### config.mk
export PLATFORM = sky130hd
export DESIGN_NAME = ready_time_sorted_queue
export DESIGN_NICKNAME = d
export VERILOG_FILES = /design/src/rtl/rtsq_pkg.sv /design/src/rtl/rtsq_ram.sv /design/src/rtl/rtsq_ctrl.sv /design/src/rtl/rtsq_datapath.sv /design/src/rtl/ready_time_sorted_queue.sv
export SDC_FILE = /design/constraint.sdc
export NUM_CORES = 1
export LEC_CHECK = 0
export BUFFER_PORTS_ARGS = -buffer_cell sky130_fd_sc_hd__buf_4
export CORE_UTILIZATION = 25
export CTS_BUF_LIST = sky130_fd_sc_hd__clkbuf_2 sky130_fd_sc_hd__clkbuf_4 sky130_fd_sc_hd__clkbuf_8
export CTS_CLUSTER_DIAMETER = 60
export DETAILED_ROUTE_END_ITERATION = 10
export PLACE_DENSITY = 0.44
export SLEW_MARGIN = 5
export SYNTH_ARGS = -nofsm -noshare
export SYNTH_HDL_FRONTEND = slang
export SYNTH_SLANG_ARGS = --single-unit
### constraint.sdc
create_clock -name clock -period 13.4 [get_ports clock]
set_clock_uncertainty 0.05 [all_clocks]
set_input_delay 1.34 -clock clock [delete_from_list [all_inputs] [get_ports clock]]
set_output_delay 1.34 -clock clock [all_outputs]
set_load 0.01 [all_outputs]
### src/rtl/rtsq_pkg.sv
// Package for the ready time sorted queue: sizes, entry layout, command and
// status codes, and the controller/datapath interface structs.
// No dependencies.
package rtsq_pkg;

   localparam int DEPTH   = 16;
   localparam int AddrW   = $clog2(DEPTH);
   localparam int CountW  = $clog2(DEPTH + 1);
   localparam int ThreadW = 8;
   localparam int TimeW   = 32;

   typedef enum logic [1:0] {
      CMD_APPEND = 2'd0,
      CMD_INSERT = 2'd1,
      CMD_DEQUEUE = 2'd2,
      CMD_PEEK   = 2'd3
   } cmd_type;

   typedef enum logic [1:0] {
      STATUS_OK    = 2'd0,
      STATUS_EMPTY = 2'd1,
      STATUS_FULL  = 2'd2
   } status_type;

   typedef struct packed {
      logic [ThreadW-1:0] thread_id;
      logic [TimeW-1:0]   ready_time;
   } entry_type;

   localparam int EntryW = $bits(entry_type);

   typedef enum logic [2:0] {
      ST_IDLE,
      ST_DISPATCH,
      ST_READ,
      ST_CHECK,
      ST_TAIL,
      ST_DONE
   } state_type;

   typedef struct packed {
      logic latch;
      logic step;
      logic tail;
      logic set_full;
      logic set_empty;
   } ctl_type;

   typedef struct packed {
      cmd_type cmd;
      logic    full;
      logic    empty;
      logic    last;
   } sts_type;

endpackage

### src/rtl/rtsq_ram.sv
// Generic single-write, single-read RAM with a registered read port.
// No dependencies.
module rtsq_ram #(
   parameter int Width = 8,
   parameter int Depth = 16
) (
   input  logic                     clock,
   input  logic                     wr_en,
   input  logic [$clog2(Depth)-1:0] wr_addr,
   input  logic [Width-1:0]         wr_data,
   input  logic [$clog2(Depth)-1:0] rd_addr,
   output logic [Width-1:0]         rd_data
);

   logic [Width-1:0] mem_ff [Depth];
   logic [Width-1:0] rd_data_ff;

   always_ff @(posedge clock) begin
      if (wr_en) begin
         mem_ff[wr_addr] <= wr_data;
      end
      rd_data_ff <= mem_ff[rd_addr];
   end

   assign rd_data = rd_data_ff;

endmodule

### src/rtl/rtsq_ctrl.sv
// Controller state machine for the ready time sorted queue.
// Depends on rtsq_pkg.
module rtsq_ctrl (
   input  logic             clock,
   input  logic             reset,
   input  logic             start,
   input  rtsq_pkg::sts_type sts,
   output rtsq_pkg::ctl_type ctl,
   output logic             busy,
   output logic             strobe
);

   rtsq_pkg::state_type state_ff, state_in;

   always_comb begin
      state_in = state_ff;
      unique case (state_ff)
         rtsq_pkg::ST_IDLE: begin
            if (start) begin
               state_in = rtsq_pkg::ST_DISPATCH;
            end
         end
         rtsq_pkg::ST_DISPATCH: begin
            unique case (sts.cmd)
               rtsq_pkg::CMD_APPEND: begin
                  state_in = sts.full ? rtsq_pkg::ST_DONE : rtsq_pkg::ST_TAIL;
               end
               rtsq_pkg::CMD_INSERT: begin
                  priority if (sts.full) begin
                     state_in = rtsq_pkg::ST_DONE;
                  end else if (sts.empty) begin
                     state_in = rtsq_pkg::ST_TAIL;
                  end else begin
                     state_in = rtsq_pkg::ST_READ;
                  end
               end
               rtsq_pkg::CMD_DEQUEUE, rtsq_pkg::CMD_PEEK: begin
                  state_in = sts.empty ? rtsq_pkg::ST_DONE : rtsq_pkg::ST_READ;
               end
               default: state_in = rtsq_pkg::ST_DONE;
            endcase
         end
         rtsq_pkg::ST_READ: state_in = rtsq_pkg::ST_CHECK;
         rtsq_pkg::ST_CHECK: begin
            priority if (sts.cmd == rtsq_pkg::CMD_PEEK) begin
               state_in = rtsq_pkg::ST_DONE;
            end else if (!sts.last) begin
               state_in = rtsq_pkg::ST_READ;
            end else if (sts.cmd == rtsq_pkg::CMD_INSERT) begin
               state_in = rtsq_pkg::ST_TAIL;
            end else begin
               state_in = rtsq_pkg::ST_DONE;
            end
         end
         rtsq_pkg::ST_TAIL: state_in = rtsq_pkg::ST_DONE;
         rtsq_pkg::ST_DONE: state_in = rtsq_pkg::ST_IDLE;
         default: state_in = rtsq_pkg::ST_IDLE;
      endcase
   end

   always_comb begin
      ctl    = '0;
      busy   = 1'b1;
      strobe = 1'b0;
      unique case (state_ff)
         rtsq_pkg::ST_IDLE: begin
            busy      = 1'b0;
            ctl.latch = start;
         end
         rtsq_pkg::ST_DISPATCH: begin
            if (sts.cmd == rtsq_pkg::CMD_APPEND || sts.cmd == rtsq_pkg::CMD_INSERT) begin
               ctl.set_full = sts.full;
            end else begin
               ctl.set_empty = sts.empty;
            end
         end
         rtsq_pkg::ST_READ: begin
         end
         rtsq_pkg::ST_CHECK: ctl.step = 1'b1;
         rtsq_pkg::ST_TAIL:  ctl.tail = 1'b1;
         rtsq_pkg::ST_DONE:  strobe = 1'b1;
         default: begin
         end
      endcase
   end

   always_ff @(posedge clock) begin
      if (reset) begin
         state_ff <= rtsq_pkg::ST_IDLE;
      end else begin
         state_ff <= state_in;
      end
   end

endmodule

### src/rtl/rtsq_datapath.sv
// Datapath of the ready time sorted queue: entry RAM, scan index, carried
// entry, fill count and result registers. Depends on rtsq_pkg and rtsq_ram.
module rtsq_datapath (
   input  logic                            clock,
   input  logic                            reset,
   input  rtsq_pkg::ctl_type               ctl,
   output rtsq_pkg::sts_type               sts,
   input  logic [1:0]                      req_command,
   input  logic [rtsq_pkg::ThreadW-1:0]    req_thread_id,
   input  logic [rtsq_pkg::TimeW-1:0]      req_ready_time,
   output logic [rtsq_pkg::ThreadW-1:0]    rsp_head_thread,
   output logic [rtsq_pkg::TimeW-1:0]      rsp_head_time,
   output logic                            rsp_head_valid,
   output logic [rtsq_pkg::CountW-1:0]     rsp_entry_count,
   output logic [1:0]                      rsp_status
);

   rtsq_pkg::cmd_type              cmd_ff, cmd_in;
   rtsq_pkg::entry_type            carry_ff, carry_in;
   rtsq_pkg::entry_type            head_ff, head_in;
   rtsq_pkg::status_type           status_ff, status_in;
   logic                           head_valid_ff, head_valid_in;
   logic                           found_ff, found_in;
   logic [rtsq_pkg::CountW-1:0]    idx_ff, idx_in;
   logic [rtsq_pkg::CountW-1:0]    fill_ff, fill_in;

   logic                           wr_en;
   logic [rtsq_pkg::AddrW-1:0]     wr_addr;
   rtsq_pkg::entry_type            wr_data;
   rtsq_pkg::entry_type            rd_data;
   logic [rtsq_pkg::EntryW-1:0]    rd_bits;
   logic [rtsq_pkg::AddrW-1:0]     idx_prev;

   rtsq_ram #(
      .Width (rtsq_pkg::EntryW),
      .Depth (rtsq_pkg::DEPTH)
   ) u_ram (
      .clock   (clock),
      .wr_en   (wr_en),
      .wr_addr (wr_addr),
      .wr_data (wr_data),
      .rd_addr (idx_ff[rtsq_pkg::AddrW-1:0]),
      .rd_data (rd_bits)
   );

   assign rd_data  = rtsq_pkg::entry_type'(rd_bits);
   assign idx_prev = idx_ff[rtsq_pkg::AddrW-1:0] - rtsq_pkg::AddrW'(1);

   assign sts.cmd   = cmd_ff;
   assign sts.full  = (fill_ff == rtsq_pkg::CountW'(rtsq_pkg::DEPTH));
   assign sts.empty = (fill_ff == '0);
   assign sts.last  = (idx_ff + rtsq_pkg::CountW'(1) == fill_ff);

   always_comb begin
      cmd_in        = cmd_ff;
      carry_in      = carry_ff;
      head_in       = head_ff;
      head_valid_in = head_valid_ff;
      status_in     = status_ff;
      found_in      = found_ff;
      idx_in        = idx_ff;
      fill_in       = fill_ff;
      wr_en         = 1'b0;
      wr_addr       = fill_ff[rtsq_pkg::AddrW-1:0];
      wr_data       = carry_ff;

      if (ctl.latch) begin
         cmd_in                = rtsq_pkg::cmd_type'(req_command);
         carry_in.thread_id    = req_thread_id;
         carry_in.ready_time   = req_ready_time;
         head_in               = '0;
         head_valid_in         = 1'b0;
         status_in             = rtsq_pkg::STATUS_OK;
         found_in              = 1'b0;
         idx_in                = '0;
      end

      if (ctl.set_full) begin
         status_in = rtsq_pkg::STATUS_FULL;
      end
      if (ctl.set_empty) begin
         status_in = rtsq_pkg::STATUS_EMPTY;
      end

      if (ctl.step) begin
         idx_in = idx_ff + rtsq_pkg::CountW'(1);
         unique case (cmd_ff)
            rtsq_pkg::CMD_INSERT: begin
               if (found_ff || (carry_ff.ready_time < rd_data.ready_time)) begin
                  wr_en    = 1'b1;
                  wr_addr  = idx_ff[rtsq_pkg::AddrW-1:0];
                  wr_data  = carry_ff;
                  carry_in = rd_data;
                  found_in = 1'b1;
               end
            end
            rtsq_pkg::CMD_DEQUEUE: begin
               if (idx_ff == '0) begin
                  head_in       = rd_data;
                  head_valid_in = 1'b1;
               end else begin
                  wr_en   = 1'b1;
                  wr_addr = idx_prev;
                  wr_data = rd_data;
               end
               if (sts.last) begin
                  fill_in = fill_ff - rtsq_pkg::CountW'(1);
               end
            end
            rtsq_pkg::CMD_PEEK: begin
               head_in       = rd_data;
               head_valid_in = 1'b1;
            end
            default: begin
            end
         endcase
      end

      if (ctl.tail) begin
         wr_en   = 1'b1;
         wr_addr = fill_ff[rtsq_pkg::AddrW-1:0];
         wr_data = carry_ff;
         fill_in = fill_ff + rtsq_pkg::CountW'(1);
      end
   end

   always_ff @(posedge clock) begin
      if (reset) begin
         fill_ff  <= '0;
         idx_ff   <= '0;
         found_ff <= 1'b0;
      end else begin
         fill_ff  <= fill_in;
         idx_ff   <= idx_in;
         found_ff <= found_in;
      end
      cmd_ff        <= cmd_in;
      carry_ff      <= carry_in;
      head_ff       <= head_in;
      head_valid_ff <= head_valid_in;
      status_ff     <= status_in;
   end

   assign rsp_head_thread = head_ff.thread_id;
   assign rsp_head_time   = head_ff.ready_time;
   assign rsp_head_valid  = head_valid_ff;
   assign rsp_entry_count = fill_ff;
   assign rsp_status      = status_ff;

endmodule

### src/rtl/ready_time_sorted_queue.sv
// Top level of the ready time sorted queue: joins the controller and datapath.
// Depends on rtsq_pkg, rtsq_ctrl and rtsq_datapath.
//
// Usage: drive req_command, req_thread_id and req_ready_time and raise start;
// the item is taken at the clock edge where start is high and busy is low.
// busy stays high until the result has been shown. The result is marked on the
// rsp_ ports by rsp_strobe, which is high for exactly one cycle; the receiver
// cannot stall it. Every item gives one result, which carries the entry count
// after the command. busy falls in the cycle after the strobe, so the next item
// can be taken at the edge that ends that cycle. Because the entry RAM has a
// single read port, sorted insert and dequeue walk the entries one at a time,
// each with a read step and then a compare and move step.
// Synchronous reset empties the queue and returns the controller to idle;
// the RAM contents are not cleared.
module ready_time_sorted_queue (
   input  logic                         clock,
   input  logic                         reset,
   input  logic                         start,
   output logic                         busy,
   input  logic [1:0]                   req_command,
   input  logic [rtsq_pkg::ThreadW-1:0] req_thread_id,
   input  logic [rtsq_pkg::TimeW-1:0]   req_ready_time,
   output logic                         rsp_strobe,
   output logic [rtsq_pkg::ThreadW-1:0] rsp_head_thread,
   output logic [rtsq_pkg::TimeW-1:0]   rsp_head_time,
   output logic                         rsp_head_valid,
   output logic [rtsq_pkg::CountW-1:0]  rsp_entry_count,
   output logic [1:0]                   rsp_status
);

   rtsq_pkg::ctl_type ctl;
   rtsq_pkg::sts_type sts;

   rtsq_ctrl u_ctrl (
      .clock  (clock),
      .reset  (reset),
      .start  (start),
      .sts    (sts),
      .ctl    (ctl),
      .busy   (busy),
      .strobe (rsp_strobe)
   );

   rtsq_datapath u_datapath (
      .clock           (clock),
      .reset           (reset),
      .ctl             (ctl),
      .sts             (sts),
      .req_command     (req_command),
      .req_thread_id   (req_thread_id),
      .req_ready_time  (req_ready_time),
      .rsp_head_thread (rsp_head_thread),
      .rsp_head_time   (rsp_head_time),
      .rsp_head_valid  (rsp_head_valid),
      .rsp_entry_count (rsp_entry_count),
      .rsp_status      (rsp_status)
   );

endmodule

==> results.cfg, run 1 <==
[run_status]
status = finished, final reports clean

[critical_path]
worst-path-buf-inv = 2
r2r_cells = 10
rr_endpoint = u_datapath.u_ram.mem_ff[0][12]
worstPathCellList = inv_1 -> ha_1 -> nand4_1 -> nor3_1 -> nor3b_1 -> o21a_4 -> nor3_2 -> a311o_4 -> a2111oi_4 -> buf_4
slowest_stage = a2111oi_4
critical_path.top_delay_family = simple AND/OR/NAND/NOR gates
cp.required_ns = 13.75
r2r_slack_ns = 8.42
worstPathArrival_ns = 5.33
cp_max_fo = 32
start_kind = flip-flop
critPathMaxStageDelay_ns = 0.75
crit_type = reg -> reg
cp-end-kind = flip-flop
r2r-start = u_datapath.u_ram.rd_data[30]

[logic_synthesis]
ys_seq_area_frac = 0.7212
ys_ff_latch = 779
syn-num-nets = 1657
synth_flop_cell = edfxtp_1
synthCells = 1570
syn_area_um2 = 30540
synth_cell_types = 67
ys_warn_count = 0
synth.avg_cell_area_um2 = 19.45
synth-edff-count = 642
async_flop_share = 0

[cts]
cts_root_buffer = clkbuf_8
clk_pin_slew_ns = 0.06
cts_hold_buf = 0
clockBufferDepth = 3
cts.sinks = 779
cts-resized-gates = 0
cts_tree = done
clk_latency_ns = 0.79
post_cts_buffers = 0
cts_buffers = 135
h-tree-depth = 4

[timing]
setup_tns_ns = 0
tightest_slew_ns = 1.098
period_share = 0.3720
maxSlewViolCount = 0
relSlewSlack = 0.2662
hold_ws_ns = 0.4105
hold_violations = 0
setup-violations-final = 0
fin_crit_ns = 4.985
rsz0062_at_grt = no
fmax_mhz = 200.6
setup_ws_ns = 8.415

[placement]
place_inst = 3241
dp_hpwl_um = 46410
pre_cts_slack_ns = 8.450
port-buffer-count = 94
place.gp.congestion = 0.7475
dpl_cell_area_um2 = 33460

[route]
drc_errors = 0
wirelength_um = 78950
via_per_inst = 4.445
drtIter0Drc = 1006
firstDrtPassIters = 5
wire_per_inst_um = 22.67
detail-route-antenna-nets = 0
dr_total_vias = 15480

[final_layout]
layout-drive-gt1-share = 0.3467
post-route-util = 0.3003
nFillCells = 11900
final_area_um2 = 36170
finalNonFillerCells = 3482
layout.nets = 1853
synthToLayoutAreaGrowth_pct = 18.46
layout_common_cells = 642 x edfxtp_1, 200 x mux4_2, 144 x clkbuf_8, 143 x buf_4, 133 x dfxtp_1
final_common_cell = edfxtp_1

[power_and_ir_drop]
powerDensity_nw_per_um2 = 160.7
finalPower_mw = 5.814
leakage_nw = 11.61
ir_worst_vdd_v = 0.00008572

[global_routing]
antenna_found_initial = 5
grt_usage = 0.1300
grt_pass1_vias = 16800
grt_max_degree = 77
grt_first_pass_wirelength_um = 115500
overflow = 0

[hold_path]
hold_class = reg -> reg
hold_path_end = u_datapath.rsp_head_valid
hold_depth = 1
hold_start = u_datapath.rsp_head_valid

[floorplanning]
core-area_um2 = 120400
io_pins = 95
die_h_um = 351.5
dieArea_um2 = 123500
rows = 127
dieWidth_um = 351.5
start_util = 0.2535

[job]
drv_cap = 0
worst register-to-register path: stages, from the launching register on:
cell and delay, ns:
dfxtp_1 0.38, inv_1 0.06, ha_1 0.31, nand4_1 0.17, nor3_1 0.71, nor3b_1 0.61, o21a_4 0.30, nor3_2 0.08
a311o_4 0.49, a2111oi_4 0.75, buf_4 0.69
synth_stat cells (2+ instances only):
cell | instances | area (µm²)
nor3b_1 | 2 | 15.01
a2111oi_2 | 2 | 30.03
nor2b_1 | 3 | 18.77
nor3_2 | 2 | 20.02
and3_1 | 3 | 18.77
o21ai_0 | 57 | 285.3
ha_1 | 41 | 513.0
nor3_1 | 11 | 55.05
nand3_1 | 13 | 65.06
a2111oi_4 | 2 | 55.05
and2_1 | 2 | 12.51
nor3b_2 | 2 | 25.02
nand2_1 | 65 | 244.0
a22o_1 | 41 | 359.1
a21oi_1 | 31 | 155.2
or3_1 | 5 | 31.28
inv_1 | 43 | 161.4
xnor2_1 | 7 | 61.31
mux4_2 | 200 | 4504
nor4_1 | 6 | 37.54
nor4b_1 | 9 | 78.83
dfxtp_1 | 137 | 2743
buf_1 | 13 | 48.80
buf_2 | 4 | 20.02
mux2i_1 | 43 | 430.4
a2111oi_0 | 2 | 17.52
o21ai_1 | 2 | 10.01
a21o_1 | 4 | 30.03
mux2_2 | 40 | 450.4
nand4_1 | 7 | 43.79
a211oi_1 | 2 | 15.01
xor2_1 | 4 | 35.03
clkbuf_1 | 66 | 247.7
nor2_1 | 24 | 90.09
nand3b_1 | 2 | 15.01
edfxtp_1 | 642 | 19280
metal layers:
layer | track usage | part of all wire | up-vias
met1 | 0.1625 | 0.43 | 8178
met4 | 0.04809 | 0.026 | 2
met5 | 0.004710 | 0.0010 | -
li1 | - | - | 6814
met3 | 0.02975 | 0.047 | 129
met2 | 0.2180 | 0.50 | 353
flip-flops by register name (all words and copies together), names as in the netlist, 3 cells and up:
signal / cells
u_datapath.u_ram.mem_ff: 640
u_datapath.rsp_entry_count: 5
u_datapath.carry_ff: 40
u_datapath.rsp_head_thread: 8
u_datapath.rsp_head_time: 32
u_datapath.u_ram.rd_data: 40
u_datapath.idx_ff: 5
u_ctrl.state_ff: 3
cell type report:
type	instances	area, µm²	area share
repair buffers	143	1074	0.02968
clock buffers	195	2365	0.06537
flip-flops and latches	779	22030	0.6091
diodes	1	2.502	0.00006918
well taps	1612	2017	0.05576
inverters	44	166.4	0.004600
multi-input cells	663	8167	0.2258
clock inverters	45	349.1	0.009650
how the worst max path moves through the flow:
stage                                  from                              to  slack (ns)  depth (start not counted)
6_report       u_datapath.u_ram.rd_data[30]  u_datapath.u_ram.mem_ff[0][12]        8.42                         10
5_1_grt        u_datapath.u_ram.rd_data[30]  u_datapath.u_ram.mem_ff[0][13]        8.15                         10
4_1_cts        u_datapath.u_ram.rd_data[30]  u_datapath.u_ram.mem_ff[0][13]        8.43                         10
3_5_place_dp   u_datapath.u_ram.rd_data[30]  u_datapath.u_ram.mem_ff[0][17]        8.45                         10
3_3_place_gp   u_datapath.u_ram.rd_data[30]  u_datapath.u_ram.mem_ff[0][13]        8.57                         10
2_1_floorplan          u_datapath.idx_ff[0]   u_datapath.u_ram.mem_ff[8][0]        3.92                         11
where the power goes:
part           total [mW]  switching [mW]  internal [mW]  leakage [nW]
clock                2.17           0.974           1.20          1.43
sequential           2.99          0.0755           2.92          6.91
combinational       0.647           0.434          0.213          3.28
logic make-up after synthesis:
group                      count (synthesis)  share of synthesized area
DFF                                      779                     0.7212
muxes                                    283                     0.1764
AOI/OAI and AO/OA                        165                    0.03884
and+or+nand+nor                          162                    0.02688
buffers and inverters                    128                    0.01614
adders and majority gates                 42                    0.01746
xor gates and xnor gates                  11                   0.003155
(Power assumes the default switching activity.)
==> inputs of run 2 (changes only) <==
==> constraint.sdc (replaced) <==
create_clock -name clock -period 5.2 [get_ports clock]
set_clock_uncertainty 0.05 [all_clocks]
set_input_delay 0.52 -clock clock [delete_from_list [all_inputs] [get_ports clock]]
set_output_delay 0.52 -clock clock [all_outputs]
set_load 0.01 [all_outputs]
==> results.cfg, run 2 (synthesis results as in run 1) <==
[timing]
relSlewSlack = 0.3148
rsz0062_at_grt = no
tightest_slew_ns = 1.028
setup-violations-final = 0
period_share = 0.8214
hold_violations = 0
fmax_mhz = 234.1
fin_crit_ns = 4.272
maxSlewViolCount = 0

[floorplanning]
rows = 127
io_pins = 95
dieWidth_um = 351.5
core-area_um2 = 120400
dieArea_um2 = 123500
start_util = 0.2535
die_h_um = 351.5

[global_routing]
overflow = 0
grt_pass1_vias = 17000
grt_max_degree = 98
grt_usage = 0.1278
antenna_found_initial = 4
grt_first_pass_wirelength_um = 114700

[power_and_ir_drop]
p_clk_frac = 0.369
finalPower_mw = 14.95
p_switching_mw = 3.833
netSwitchingFraction = 0.2564
powerDensity_nw_per_um2 = 406.2
ir_worst_vdd_v = 0.0001633
internal_power_mw = 11.11
leakage_nw = 11.91
power_frac_comb = 0.115
p_seq_frac = 0.517

[critical_path]
worstPathArrival_ns = 4.63
worstPathCellList = inv_1 -> ha_1 -> nand4_1 -> or4_1 -> o32ai_2 -> o21a_4 -> nor3_2 -> a311o_4 -> a2111oi_4 -> buf_4
critical_path.top_delay_family = compound AO/OA/AOI/OAI gates
start_kind = flip-flop
slowest_stage = o32ai_2
crit_type = reg -> reg
cp-end-kind = flip-flop
cp.required_ns = 5.56
critPathMaxStageDelay_ns = 0.60
cp_max_fo = 25
worst-path-buf-inv = 2

[cts]
cts_buffers = 134
cts.sinks = 779
post_cts_buffers = 0
cts_tree = done
cts-resized-gates = 0
h-tree-depth = 4
cts_root_buffer = clkbuf_8
cts_hold_buf = 44
clk_pin_slew_ns = 0.06
clockBufferDepth = 3
clk_latency_ns = 0.80

[route]
drc_errors = 0
wirelength_um = 77420
detail-route-antenna-nets = 0
firstDrtPassIters = 5
dr_total_vias = 15620
drtIter0Drc = 895
via_per_inst = 4.420
wire_per_inst_um = 21.91

[placement]
dp_hpwl_um = 45290
dpl_cell_area_um2 = 33680
port-buffer-count = 94
place.gp.congestion = 0.7349

[final_layout]
largest_register_ffs = 640
synthToLayoutAreaGrowth_pct = 20.51
final_common_cell = edfxtp_1
nFillCells = 11870
layout.nets = 1900
final_area_um2 = 36800
top_register = u_datapath.u_ram.mem_ff
layout_common_cells = 642 x edfxtp_1, 200 x mux4_2, 146 x clkbuf_8, 142 x buf_4, 133 x dfxtp_1
layout-drive-gt1-share = 0.3387

[hold_path]
hold_class = in -> reg

[job]
drv_cap = 0

[run_status]
status = finished, final reports clean
## run 2: cell count changes in the layout (fill, tap and decap cells not counted), sizes merged
cell | previous run | this run
buf | 143 | 147
inv | 50 | 52
clkinv | 29 | 28
clkbuf | 195 | 203
bufinv | 3 | 0
clkinvlp | 7 | 3
diode | 1 | 2
dlygate4sd3 | 0 | 44
## run 2: per-stage QoR
step	worst slack, ns	cells	utilization	TNS [ns]	hold WS (ns)
floorplan	-0.3227	1570	-	-89.46	0.3921
global placement	0.9940	3245	0.2796	0	0.3970
detailed placement	0.8492	3245	0.2796	0	0.3923
CTS	0.8097	3531	0.3055	0	0.2962
global route	0.6864	3533	0.3055	0	0.3475
finish	0.9285	3533	0.3055	0	0.3921
## run 2: cell type report
cell class	instances	area [µm²]	share of cell area
timing repair buffer	191	1607	0.04366
inverter	44	166.4	0.004522
antenna	2	5.005	0.0001360
clock buffer	203	2437	0.06624
multi-input combinational	663	8297	0.2255
clock inverter	39	235.2	0.006392
tap	1612	2017	0.05481
sequential	779	22030	0.5988
## run 2: per-layer routing
layer / wire, µm / vias to the layer above / global-route usage / part of all wire
met5: 0 / - / 0 / 0
met4: 1533 / 0 / 0.04144 / 0.020
met3: 3050 / 116 / 0.02484 / 0.039
met2: 37570 / 329 / 0.2105 / 0.49
met1: 35260 / 8239 / 0.1686 / 0.46
li1: - / 6933 / - / -
## run 2: power groups by stage
| stage | clock network, mW | registers (mW) | logic (mW) |
|---|---|---|---|
| after floorplan | 0 | 7.77 | 1.08 |
| after global placement | 0 | 7.84 | 1.67 |
| after detailed placement | 0 | 7.85 | 1.72 |
| after CTS | 5.70 | 7.73 | 1.75 |
| after global routing | 5.95 | 7.75 | 1.91 |
| final | 5.51 | 7.72 | 1.72 |
## run 2: path summary, 6_finish.rpt
check                                                      end                          from  cells after the start  slack (ns)
worst max-delay path            u_datapath.u_ram.mem_ff[4][18]  u_datapath.u_ram.rd_data[15]                     10        0.93
worst min-delay path                      u_datapath.cmd_ff[0]                req_command[0]                      2        0.39
worst max register to register  u_datapath.u_ram.mem_ff[4][18]  u_datapath.u_ram.rd_data[15]                     10        0.93
worst min register to register       u_datapath.rsp_head_valid     u_datapath.rsp_head_valid                      1        0.41
